[src/design/spq_pkg.sv]
`default_nettype none

package spq_pkg;

  localparam int SLOTS = 64;
  localparam int IDX_W = $clog2(SLOTS);
  localparam int LEN_W = $clog2(SLOTS + 1);
  localparam int PRI_W = 8;
  localparam int PID_W = 16;
  localparam int QLEN_W = 7;
  localparam int ADDR_W = 3;
  localparam int DATA_W = 32;

  localparam logic [QLEN_W-1:0] QLEN_RESET = QLEN_W'(64);
  localparam logic [ADDR_W-1:0] ADDR_QUEUE_LENGTH = ADDR_W'(0);

  typedef enum logic {
    KIND_INSERT  = 1'b0,
    KIND_EXTRACT = 1'b1
  } kind_t;

  typedef enum logic [1:0] {
    STATUS_OK    = 2'd0,
    STATUS_FULL  = 2'd1,
    STATUS_EMPTY = 2'd2
  } status_t;

  typedef struct packed {
    kind_t             kind;
    logic [PRI_W-1:0]  priority_req;
    logic [PID_W-1:0]  process_id;
  } req_t;

  typedef struct packed {
    status_t           status;
    logic [PID_W-1:0]  out_process_id;
    logic [PRI_W-1:0]  out_priority;
    logic              is_full;
    logic              is_empty;
    logic [LEN_W-1:0]  entry_count;
  } rsp_t;

  // One table entry as held in the slot memory.
  typedef struct packed {
    logic [PRI_W-1:0]  pri;
    logic [PID_W-1:0]  pid;
  } entry_t;

  // Tag that travels alongside a memory read.
  typedef struct packed {
    logic              valid;
    logic              used;
    logic [IDX_W-1:0]  idx;
  } scan_tag_t;

  // Running pick of the scan.
  typedef struct packed {
    logic              found;
    logic [IDX_W-1:0]  idx;
    entry_t            entry;
  } scan_best_t;

endpackage

`default_nettype wire

[src/design/slot_priority_queue_core.sv]
// Flow: an accepted word scans slots 0 to L - 1 through the single read port of the slot memory,
// one slot per cycle, L the effective length (no scan runs when it is zero), then returns its
// result. busy stays high until the word is done, so a new word is accepted only after the
// last one has finished.
// Reset: all slots free, entry count zero, queue_length back to 64; the slot memory
// itself is not cleared. Results are strobed for one cycle and cannot be stalled.
`default_nettype none

module slot_priority_queue_core (
  input  wire                          clk,
  input  wire                          rst,
  // command channel
  input  wire                          start,
  output logic                         busy,
  input  spq_pkg::req_t                req,
  // result strobe
  output logic                         rsp_valid,
  output spq_pkg::rsp_t                rsp,
  // configuration port
  input  wire                          psel,
  input  wire                          penable,
  input  wire                          pwrite,
  input  wire [spq_pkg::ADDR_W-1:0]    paddr,
  input  wire [spq_pkg::DATA_W-1:0]    pwdata,
  output logic [spq_pkg::DATA_W-1:0]   prdata,
  output logic                         pready
);

  typedef enum logic [1:0] {
    ST_IDLE,
    ST_SCAN,
    ST_DRAIN,
    ST_FINISH
  } state_t;

  state_t                        state;
  spq_pkg::kind_t                kind;
  spq_pkg::entry_t               ins_entry;
  logic [spq_pkg::LEN_W-1:0]     len;
  logic [spq_pkg::IDX_W-1:0]     idx;
  logic [spq_pkg::LEN_W-1:0]     count;
  logic [spq_pkg::LEN_W-1:0]     count_next;
  logic [spq_pkg::QLEN_W-1:0]    queue_length;
  logic [spq_pkg::LEN_W-1:0]     len_eff;
  logic                          slot_used [spq_pkg::SLOTS];
  logic                          accept;
  logic                          last;
  logic                          cfg_wr;
  logic                          mem_wr;
  spq_pkg::scan_tag_t            tag;
  spq_pkg::entry_t               rd_data;
  spq_pkg::scan_best_t           best;
  spq_pkg::status_t              status_next;

  assign busy   = (state != ST_IDLE);
  assign accept = start && !busy;
  assign pready = 1'b1;
  assign cfg_wr = psel && penable && pwrite && pready && (paddr == spq_pkg::ADDR_QUEUE_LENGTH);

  // Clamp the programmed length to the table size.
  always_comb begin
    if (spq_pkg::LEN_W'(queue_length) > spq_pkg::LEN_W'(spq_pkg::SLOTS)) begin
      len_eff = spq_pkg::LEN_W'(spq_pkg::SLOTS);
    end else begin
      len_eff = spq_pkg::LEN_W'(queue_length);
    end
  end

  // Last slot of the scan is issued when idx reaches len - 1.
  assign last = (spq_pkg::LEN_W'(idx) == (len - spq_pkg::LEN_W'(1)));

  always_comb begin
    if (paddr == spq_pkg::ADDR_QUEUE_LENGTH) begin
      prdata = spq_pkg::DATA_W'(queue_length);
    end else begin
      prdata = '0;
    end
  end

  always_ff @(posedge clk) begin
    if (rst) begin
      queue_length <= spq_pkg::QLEN_RESET;
    end else if (cfg_wr) begin
      queue_length <= pwdata[spq_pkg::QLEN_W-1:0];
    end
  end

  // Outcome of the finished scan: status and the count left behind.
  always_comb begin
    count_next  = count;
    status_next = spq_pkg::STATUS_OK;
    if (kind == spq_pkg::KIND_INSERT) begin
      if (best.found) begin
        count_next = count + spq_pkg::LEN_W'(1);
      end else begin
        status_next = spq_pkg::STATUS_FULL;
      end
    end else begin
      if (best.found) begin
        if (count != '0) begin
          count_next = count - spq_pkg::LEN_W'(1);
        end
      end else begin
        status_next = spq_pkg::STATUS_EMPTY;
      end
    end
  end

  assign mem_wr = (state == ST_FINISH) && (kind == spq_pkg::KIND_INSERT) && best.found;

  // Slot memory: one read per scan cycle, one write at the end of a successful insert.
  spq_mem u_mem (
    .clk     (clk),
    .wr_en   (mem_wr),
    .wr_addr (best.idx),
    .wr_data (ins_entry),
    .rd_en   (state == ST_SCAN),
    .rd_addr (idx),
    .rd_data (rd_data)
  );

  // Compare stage sees each slot in the cycle after its read was issued.
  spq_scan u_scan (
    .clk     (clk),
    .rst     (rst),
    .clear   (accept),
    .kind    (kind),
    .tag     (tag),
    .rd_data (rd_data),
    .best    (best)
  );

  // Occupancy bits: cleared at once by reset, updated only when a word finishes.
  always_ff @(posedge clk) begin
    if (rst) begin
      for (int i = 0; i < spq_pkg::SLOTS; i++) begin
        slot_used[i] <= 1'b0;
      end
    end else if ((state == ST_FINISH) && best.found) begin
      slot_used[best.idx] <= (kind == spq_pkg::KIND_INSERT);
    end
  end

  // Sequencer and registered result.
  always_ff @(posedge clk) begin
    if (rst) begin
      state     <= ST_IDLE;
      count     <= '0;
      rsp_valid <= 1'b0;
      tag.valid <= 1'b0;
    end else begin
      rsp_valid <= (state == ST_FINISH);
      tag.valid <= (state == ST_SCAN);
      unique case (state)
        ST_IDLE: begin
          if (accept) begin
            // An empty window has nothing to scan: go straight to the result.
            state <= (len_eff == '0) ? ST_FINISH : ST_SCAN;
          end
        end
        ST_SCAN: begin
          if (last) begin
            state <= ST_DRAIN;
          end
        end
        ST_DRAIN: begin
          state <= ST_FINISH;
        end
        ST_FINISH: begin
          count <= count_next;
          state <= ST_IDLE;
        end
        default: begin
          state <= ST_IDLE;
        end
      endcase
    end

    // Payload registers: no reset.
    tag.idx  <= idx;
    tag.used <= slot_used[idx];
    if (accept) begin
      kind          <= req.kind;
      ins_entry.pri <= req.priority_req;
      ins_entry.pid <= req.process_id;
      len           <= len_eff;
      idx           <= '0;
    end else if (state == ST_SCAN) begin
      idx <= idx + spq_pkg::IDX_W'(1);
    end
    if (state == ST_FINISH) begin
      rsp.status      <= status_next;
      rsp.is_full     <= (count_next >= len);
      rsp.is_empty    <= (count_next == '0);
      rsp.entry_count <= count_next;
      if ((kind == spq_pkg::KIND_EXTRACT) && best.found) begin
        rsp.out_process_id <= best.entry.pid;
        rsp.out_priority   <= best.entry.pri;
      end else begin
        rsp.out_process_id <= '0;
        rsp.out_priority   <= '0;
      end
    end
  end

endmodule

`default_nettype wire

[src/design/spq_mem.sv]
`default_nettype none

module spq_mem (
  input  wire                         clk,
  input  wire                         wr_en,
  input  wire [spq_pkg::IDX_W-1:0]    wr_addr,
  input  spq_pkg::entry_t             wr_data,
  input  wire                         rd_en,
  input  wire [spq_pkg::IDX_W-1:0]    rd_addr,
  output spq_pkg::entry_t             rd_data
);

  spq_pkg::entry_t mem [spq_pkg::SLOTS];

  always_ff @(posedge clk) begin
    if (wr_en) begin
      mem[wr_addr] <= wr_data;
    end
    if (rd_en) begin
      rd_data <= mem[rd_addr];
    end
  end

endmodule

`default_nettype wire

[src/design/spq_scan.sv]
`default_nettype none

module spq_scan (
  input  wire                 clk,
  input  wire                 rst,
  input  wire                 clear,
  input  spq_pkg::kind_t      kind,
  input  spq_pkg::scan_tag_t  tag,
  input  spq_pkg::entry_t     rd_data,
  output spq_pkg::scan_best_t best
);

  logic hit;

  // Insert wants the first free slot; extract wants the used slot of highest priority, the first winning a tie.
  always_comb begin
    if (kind == spq_pkg::KIND_EXTRACT) begin
      hit = tag.valid && tag.used && (!best.found || (rd_data.pri > best.entry.pri));
    end else begin
      hit = tag.valid && !tag.used && !best.found;
    end
  end

  always_ff @(posedge clk) begin
    if (rst || clear) begin
      best.found <= 1'b0;
    end else if (hit) begin
      best.found <= 1'b1;
    end
    if (hit) begin
      best.idx   <= tag.idx;
      best.entry <= rd_data;
    end
  end

endmodule

`default_nettype wire

[config.mk]
export PLATFORM = sky130hd
export DESIGN_NAME = slot_priority_queue_core
export DESIGN_NICKNAME = d
export VERILOG_FILES = /design/src/design/spq_pkg.sv /design/src/design/slot_priority_queue_core.sv /design/src/design/spq_mem.sv /design/src/design/spq_scan.sv
export SDC_FILE = /design/constraint.sdc
export NUM_CORES = 2
export LEC_CHECK = 0
export ABC_AREA = 1
export BUFFER_PORTS_ARGS = -buffer_cell sky130_fd_sc_hd__buf_2
export CORE_MARGIN = 4
export CORE_UTILIZATION = 35
export DETAILED_ROUTE_END_ITERATION = 10
export PLACE_DENSITY = 0.47
export SYNTH_ARGS = -nofsm -noshare
export SYNTH_HDL_FRONTEND = slang
export SYNTH_SLANG_ARGS = --single-unit
[constraint.sdc]
create_clock -name clk -period 9.5 [get_ports clk]
set_input_delay 0.475 -clock clk [delete_from_list [all_inputs] [get_ports clk]]
set_output_delay 0.475 -clock clk [all_outputs]
set_load 0.02 [all_outputs]
==> Word level (Yosys, flattened, before mapping) <==
Memory sizes are Yosys's and may differ from the RTL's. A register that Yosys moved wholly into a read port is not among the register bits.
Index checks and enable logic that the tools add are counted.
Widths: inputs -> output; s select.
{ "totals": {"ff_bits": 128, "input_bits": 66, "wordCells": 86, "mem_bits_rw": 1600, "n_memories": 2, "out_inout_bits": 70} }
{ "classes": {"n_mux": 24, "addsub": 4, "bitwise_logic": 1, "order_cmp": 3, "reduce_logical": 25, "n_eq_ne": 6} }
{ "mem_list": {"columns": ["name", "depth", "word_bits", "read_ports", "rd_ports_with_merged_regs", "write_ports", "line_no", "text"], "rows": [
  ["u_mem.mem", 64, 24, 1, 1, 1, "spq_mem.sv:13", "spq_pkg::entry_t mem [spq_pkg::SLOTS];"],
  ["slot_used", 64, 1, 1, 1, 64, "slot_priority_queue_core.sv:45", "logic slot_used [spq_pkg::SLOTS];"]
]} }
{ "ops": {"columns": ["cell", "count"], "rows": [
  ["$mux 7", 6],
  ["$logic_not 7->1", 2],
  ["$sub 7x1->7 const B", 2],
  ["$logic_and 1x1->1", 12],
  ["$mux 1", 11],
  ["$mux 2", 5],
  ["$gt 8x8->1", 1],
  ["$pmux 2 s4", 1],
  ["$add 7x1->7 const B", 1],
  ["$eq 6x7->1", 1],
  ["$ge 7x7->1", 1],
  ["$gt 7x7->1 const B", 1],
  ["$reduce_bool 7->1", 1],
  ["$add 6x1->6 const B", 1],
  ["$mux 6", 1],
  ["$eq 2x2->1 const B", 2],
  ["$logic_not 1->1", 3],
  ["$logic_not 3->1", 1],
  ["$eq 2x1->1 const B", 1],
  ["$logic_not 2->1", 1],
  ["$logic_or 1x1->1", 2],
  ["$ne 2x1->1 const B", 1],
  ["$ne 2x2->1 const B", 1],
  ["$reduce_and 2->1", 1],
  ["other kinds (3)", 3]
]} }

==> Longest topological paths before layout <==
{ "logic_depth": {"ltp_word": 7, "depth_mapped": 15, "ltp_nobuf": 15} }

==> Hierarchy <==
Synthesis repeated with hierarchy kept, for this count alone.
{ "unflattened": {"hier_cells": 6217, "hier_area_um2": 72256.8} }
{ "modules_own_cells": {"columns": ["module", "instances", "seq_area_each_um2", "cells_each", "area_each_um2"], "rows": [
  ["spq_mem", 1, 46844.9, 5230, 62995.4],
  ["slot_priority_queue_core", 1, 4554.4, 906, 8069.0],
  ["spq_scan", 1, 920.9, 81, 1192.4]
]} }

==> Worst setup path after synthesis <==
Ideal clock, no wire load.
{ "synth_path": {"path_kind": "flip-flop to flip-flop", "start": "reg state[0]", "end": "mem u_mem.mem[11][0] (netlist bit), enable pin", "required_time_ns": 9.065, "stages_incl_launch_ff": 5, "setup_time_ns": 0.435, "setup_slack_ns": 5.321, "t_arrival_ns": 3.744, "synth_period_minus_slack_ns": 4.179, "n_path_buf": 1, "cell_sequence": "dfxtp_1 ha_1 nand2_1 clkbuf_1 nor3_1"} }
{ "synth_between": {"elab_chain_len": 5} }
{ "synth_lines": {"columns": ["element", "line_no", "text"], "rows": [
  ["from (decl)", "slot_priority_queue_core.sv:36", "state_t state;"],
  ["from (signal assigned)", "slot_priority_queue_core.sv:158", "state <= (len_eff == '0) ? ST_FINISH : ST_SCAN;"],
  ["$eq 2x2->1", "slot_priority_queue_core.sv:109", "assign mem_wr = (state == ST_FINISH) && (kind == spq_pkg::KIND_INSERT) && best.found;"],
  ["$logic_and 1x1->1 (2 in series)", "slot_priority_queue_core.sv:109", null],
  ["$mux 1", "spq_mem.sv:16", "if (wr_en) begin"],
  ["$mux 1 (not written as such)", "spq_mem.sv:17", "mem[wr_addr] <= wr_data;"],
  ["to (decl)", "spq_mem.sv:13", null]
]} }
Every way passes these cells.

==> key figures <==
Die
  – Die X: 460 um
  – Total die area: 0.211 mm2
  – # IOs: 136
  – Die height: 460 um
  – Initial Utilization: 0.352
  – Rows: 165
  – Core region area: 0.203 mm2

Global routing
  – Grt total ovfl: 0
  – Largest net degree at the start of global routing: 161
  – Global-route wire length before repair: 303000 um
  – Antenna violations before repair: 7
  – Number of global-route vias before repair: 42400
  – Gr usage total: 0.195

Setup path
  – Critical path's slowest cell: buf_4
  – Crit-path most repeated cell: nand2_1
  – Reg2Reg Depth: 11
  – Crit path kind: flip-flop to flip-flop
  – Required time of the critical path: 10.18 ns
  – Worst reg-to-reg setup slack: 5.36 ns
  – CP max stage delay: 0.81 ns
  – CP arrival: 4.82 ns
  – Critical Path Fanout Max: 159
  – Worst R2R End: u_mem.rd_data[23]
  – CP Capture Type: flip-flop
  – R2r startpoint: idx[0]
  – CP endpoint: u_mem.rd_data[23]
  – Cells along the critical path: buf_4 -> buf_12 -> buf_4 -> nor2_1 -> nor2_1 -> o21ai_0 -> o211ai_1 -> nand3_1 -> nand2_1 -> nand2_1 -> nand2_1
  – Worst setup startpoint: idx[0]
  – Setup crit start kind: flip-flop

STA
  – Fin. max-slew vios: 0
  – Fmax: 242 MHz
  – # setup viols final: 0
  – Tightest Pin Transition: 1.11 ns
  – Crit path time final: 4.14 ns
  – Unrepaired setup endpoints after global routing: no
  – Final hold vios: 0
  – Fin crit share: 0.436
  – Final Skew: 0.0296 ns
  – Fin Setup TNS: 0 ns
  – Slew HR: 0.257

Clock network
  – Max clock buf depth: 3
  – Htree depth: 4
  – Clock latency at the later pin of the worst-skew pair: 0.82 ns
  – Clk root buf: clkbuf_16
  – Clock slew at reported path FFs: 0.06 ns
  – Clk sink count: 1753
  – Post-CTS Setup Inserts: 0
  – # resized after CTS: 0
  – CTS tree: yes
  – Post-cts hold buffer count: 33
  – Total CTS buffers: 183

Synthesis
  – EDFF count, synth: 1721
  – Synth Cell Area: 0.0714 mm2
  – Seq/Total Area, Yosys: 0.733
  – Synthesized flop and latch total: 1753
  – Mean Syn Cell Area: 12.1 um2
  – Async SR Flop Fraction: 0
  – Cells after synthesis: 5912
  – Warnings from Yosys: 0
  – Netlist cell types: 32
  – Top_reg_cell synth: edfxtp_1

Routing
  – DR DRC count: 0
  – Post-DRT Antenna Nets: 0
  – Vias: 45500
  – DR WL/cell: 23.9 um
  – First DRT Iteration DRCs: 4400
  – DR pass1 iterations: 6
  – DR vias/cell: 5.17
  – WL final: 210000 um

Power and ir drop
  – Power Dens Cells: 259 mW/mm2
  – LEAKAGE: 27.1 nW
  – Worst VDD drop: 0.000208 V

Job
  – Max-cap viol count: 0

Placed design
  – Placed cell areas: 0.0747 mm2
  – GPL Wtd Cong: 0.795
  – Hpwl dp: 108000 um
  – IO Port Bufs: 84

Layout
  – Layout cell share with drive strength beyond 1: 0.0942
  – Multi-input logic area: 0.0168 mm2
  – Final Cell Area: 0.0805 mm2
  – Final #Nets: 6064
  – Sequential cell area: 0.0523 mm2
  – Filler Cell Count: 19100
  – Area Overhead vs Synth: 12.8%

Worst hold path
  – Hold Startpoint: start
  – Hold Path Class: input pin to flip-flop

Outcome
  – Status: complete, no violations
## sequential cells by signal, indices dropped and copies added (netlist names)
signal,count
u_mem.mem,1536
slot_used,64
rsp,35
u_scan.best,31
ins_entry,24
u_mem.rd_data,24
tag,8
count,7
len,7
queue_length,7
idx,6
state,2
kind,1
rsp_valid,1
## layout make-up
cell class	count	share of cell area
multi-input combinational	3602	0.208
clock buffer	238	0.0611
tap	2672	0.0415
sequential	1753	0.650
clock inverter	90	0.00639
timing repair buffer	268	0.0245
inverter	165	0.00797
antenna	4	0.000124
## kinds of logic (layout without fill, tap and decap cells)
| logic type | count (synthesis) | in the layout | synth area share |
|---|---|---|---|
| xor gates and xnor gates | 5 | 5 | 0.000614 |
| and+or+nand+nor | 2425 | 2425 | 0.137 |
| adders and majority gates | 25 | 25 | 0.00438 |
| AOI/OAI and AO/OA | 1121 | 1121 | 0.0868 |
| buffers and inverters | 581 | 761 | 0.0382 |
| other | 2 | 30 | 0.000105 |
| DFF | 1753 | 1753 | 0.733 |
## stage by stage
step / utilization / power (mW) / instances / hold slack (ns) / worst slack [ns]
6_report: 0.397 / 20.8 / 8792 / 0.110 / 5.36
5_1_grt: 0.397 / 21.9 / 8789 / 0.104 / 5.04
4_1_cts: 0.397 / 21.0 / 8786 / 0.0261 / 5.26
3_5_place_dp: 0.369 / 14.4 / 8425 / 0.389 / 5.28
3_3_place_gp: 0.369 / 14.3 / 8425 / 0.386 / 5.28
2_1_floorplan: - / 12.6 / 5936 / 0.326 / 5.32
## cells in the final DEF, fill, tap and decap left out, types with 10 or more instances in the layout
cell and n:
edfxtp_1 1721, nor2_1 1115, nand2_1 765, o21ai_0 665
nand3_1 422, o211ai_1 201, clkbuf_16 188, inv_1 157
buf_4 142, a21oi_1 134, buf_2 84, o21ai_1 63
clkinv_1 55, o22ai_1 49, clkbuf_1 47, nor3_2 35
dlygate4sd3_1 33, nor2_2 31, dfxtp_1 27, conb_1 26
ha_1 24, or2_2 23, clkinv_2 23, nor3_1 13
nor2_4 10
## worst min-delay path by stage
stage               cells after the start              end  slack, ns
floorplan                               0           tag[2]       0.33
global placement                        0  u_scan.best[29]       0.39
detailed placement                      0  u_scan.best[25]       0.39
CTS                                     4           idx[2]       0.03
global route                            4           idx[0]       0.10
finish                                  4         state[0]       0.11
## synthesized netlist by cell type (23+ instances only)
cell	number	area, um2
nand3_1	422	2110
nor2_1	1155	4340
clkbuf_1	184	691
ha_1	25	313
nor3_1	48	240
edfxtp_1	1721	51700
o211ai_1	201	1510
inv_1	162	608
buf_6	29	327
buf_2	105	526
buf_1	46	173
or2_2	23	144
o22ai_1	49	307
nand2_1	766	2880
o21ai_0	665	3330
dfxtp_1	32	641
buf_4	52	390
o21ai_1	63	315
a21oi_1	134	671
## power by group
group	switching (mW)	total, mW	internal [mW]
clock	2.94	6.65	3.71
combinational	3.75	4.98	1.24
sequential	0.173	9.20	9.03
## critical path, delay by kind of cell, from the launching register on
| family | cells | cell delay [ns] |
|---|---|---|
| buffers and inverters | 3 | 1.96 |
| AND/OR/NAND/NOR | 6 | 0.95 |
| flip-flops | 1 | 0.61 |
| AO/OA/AOI/OAI | 2 | 0.25 |
## layer usage
metal	up-vias	GRT usage	wire, um
met2	1344	0.308	95800
met1	22700	0.284	97400
met4	0	0.0539	4970
li1	21100	-	-
met3	235	0.0247	11900
met5	-	0	0
(Power assumes the default switching activity.)
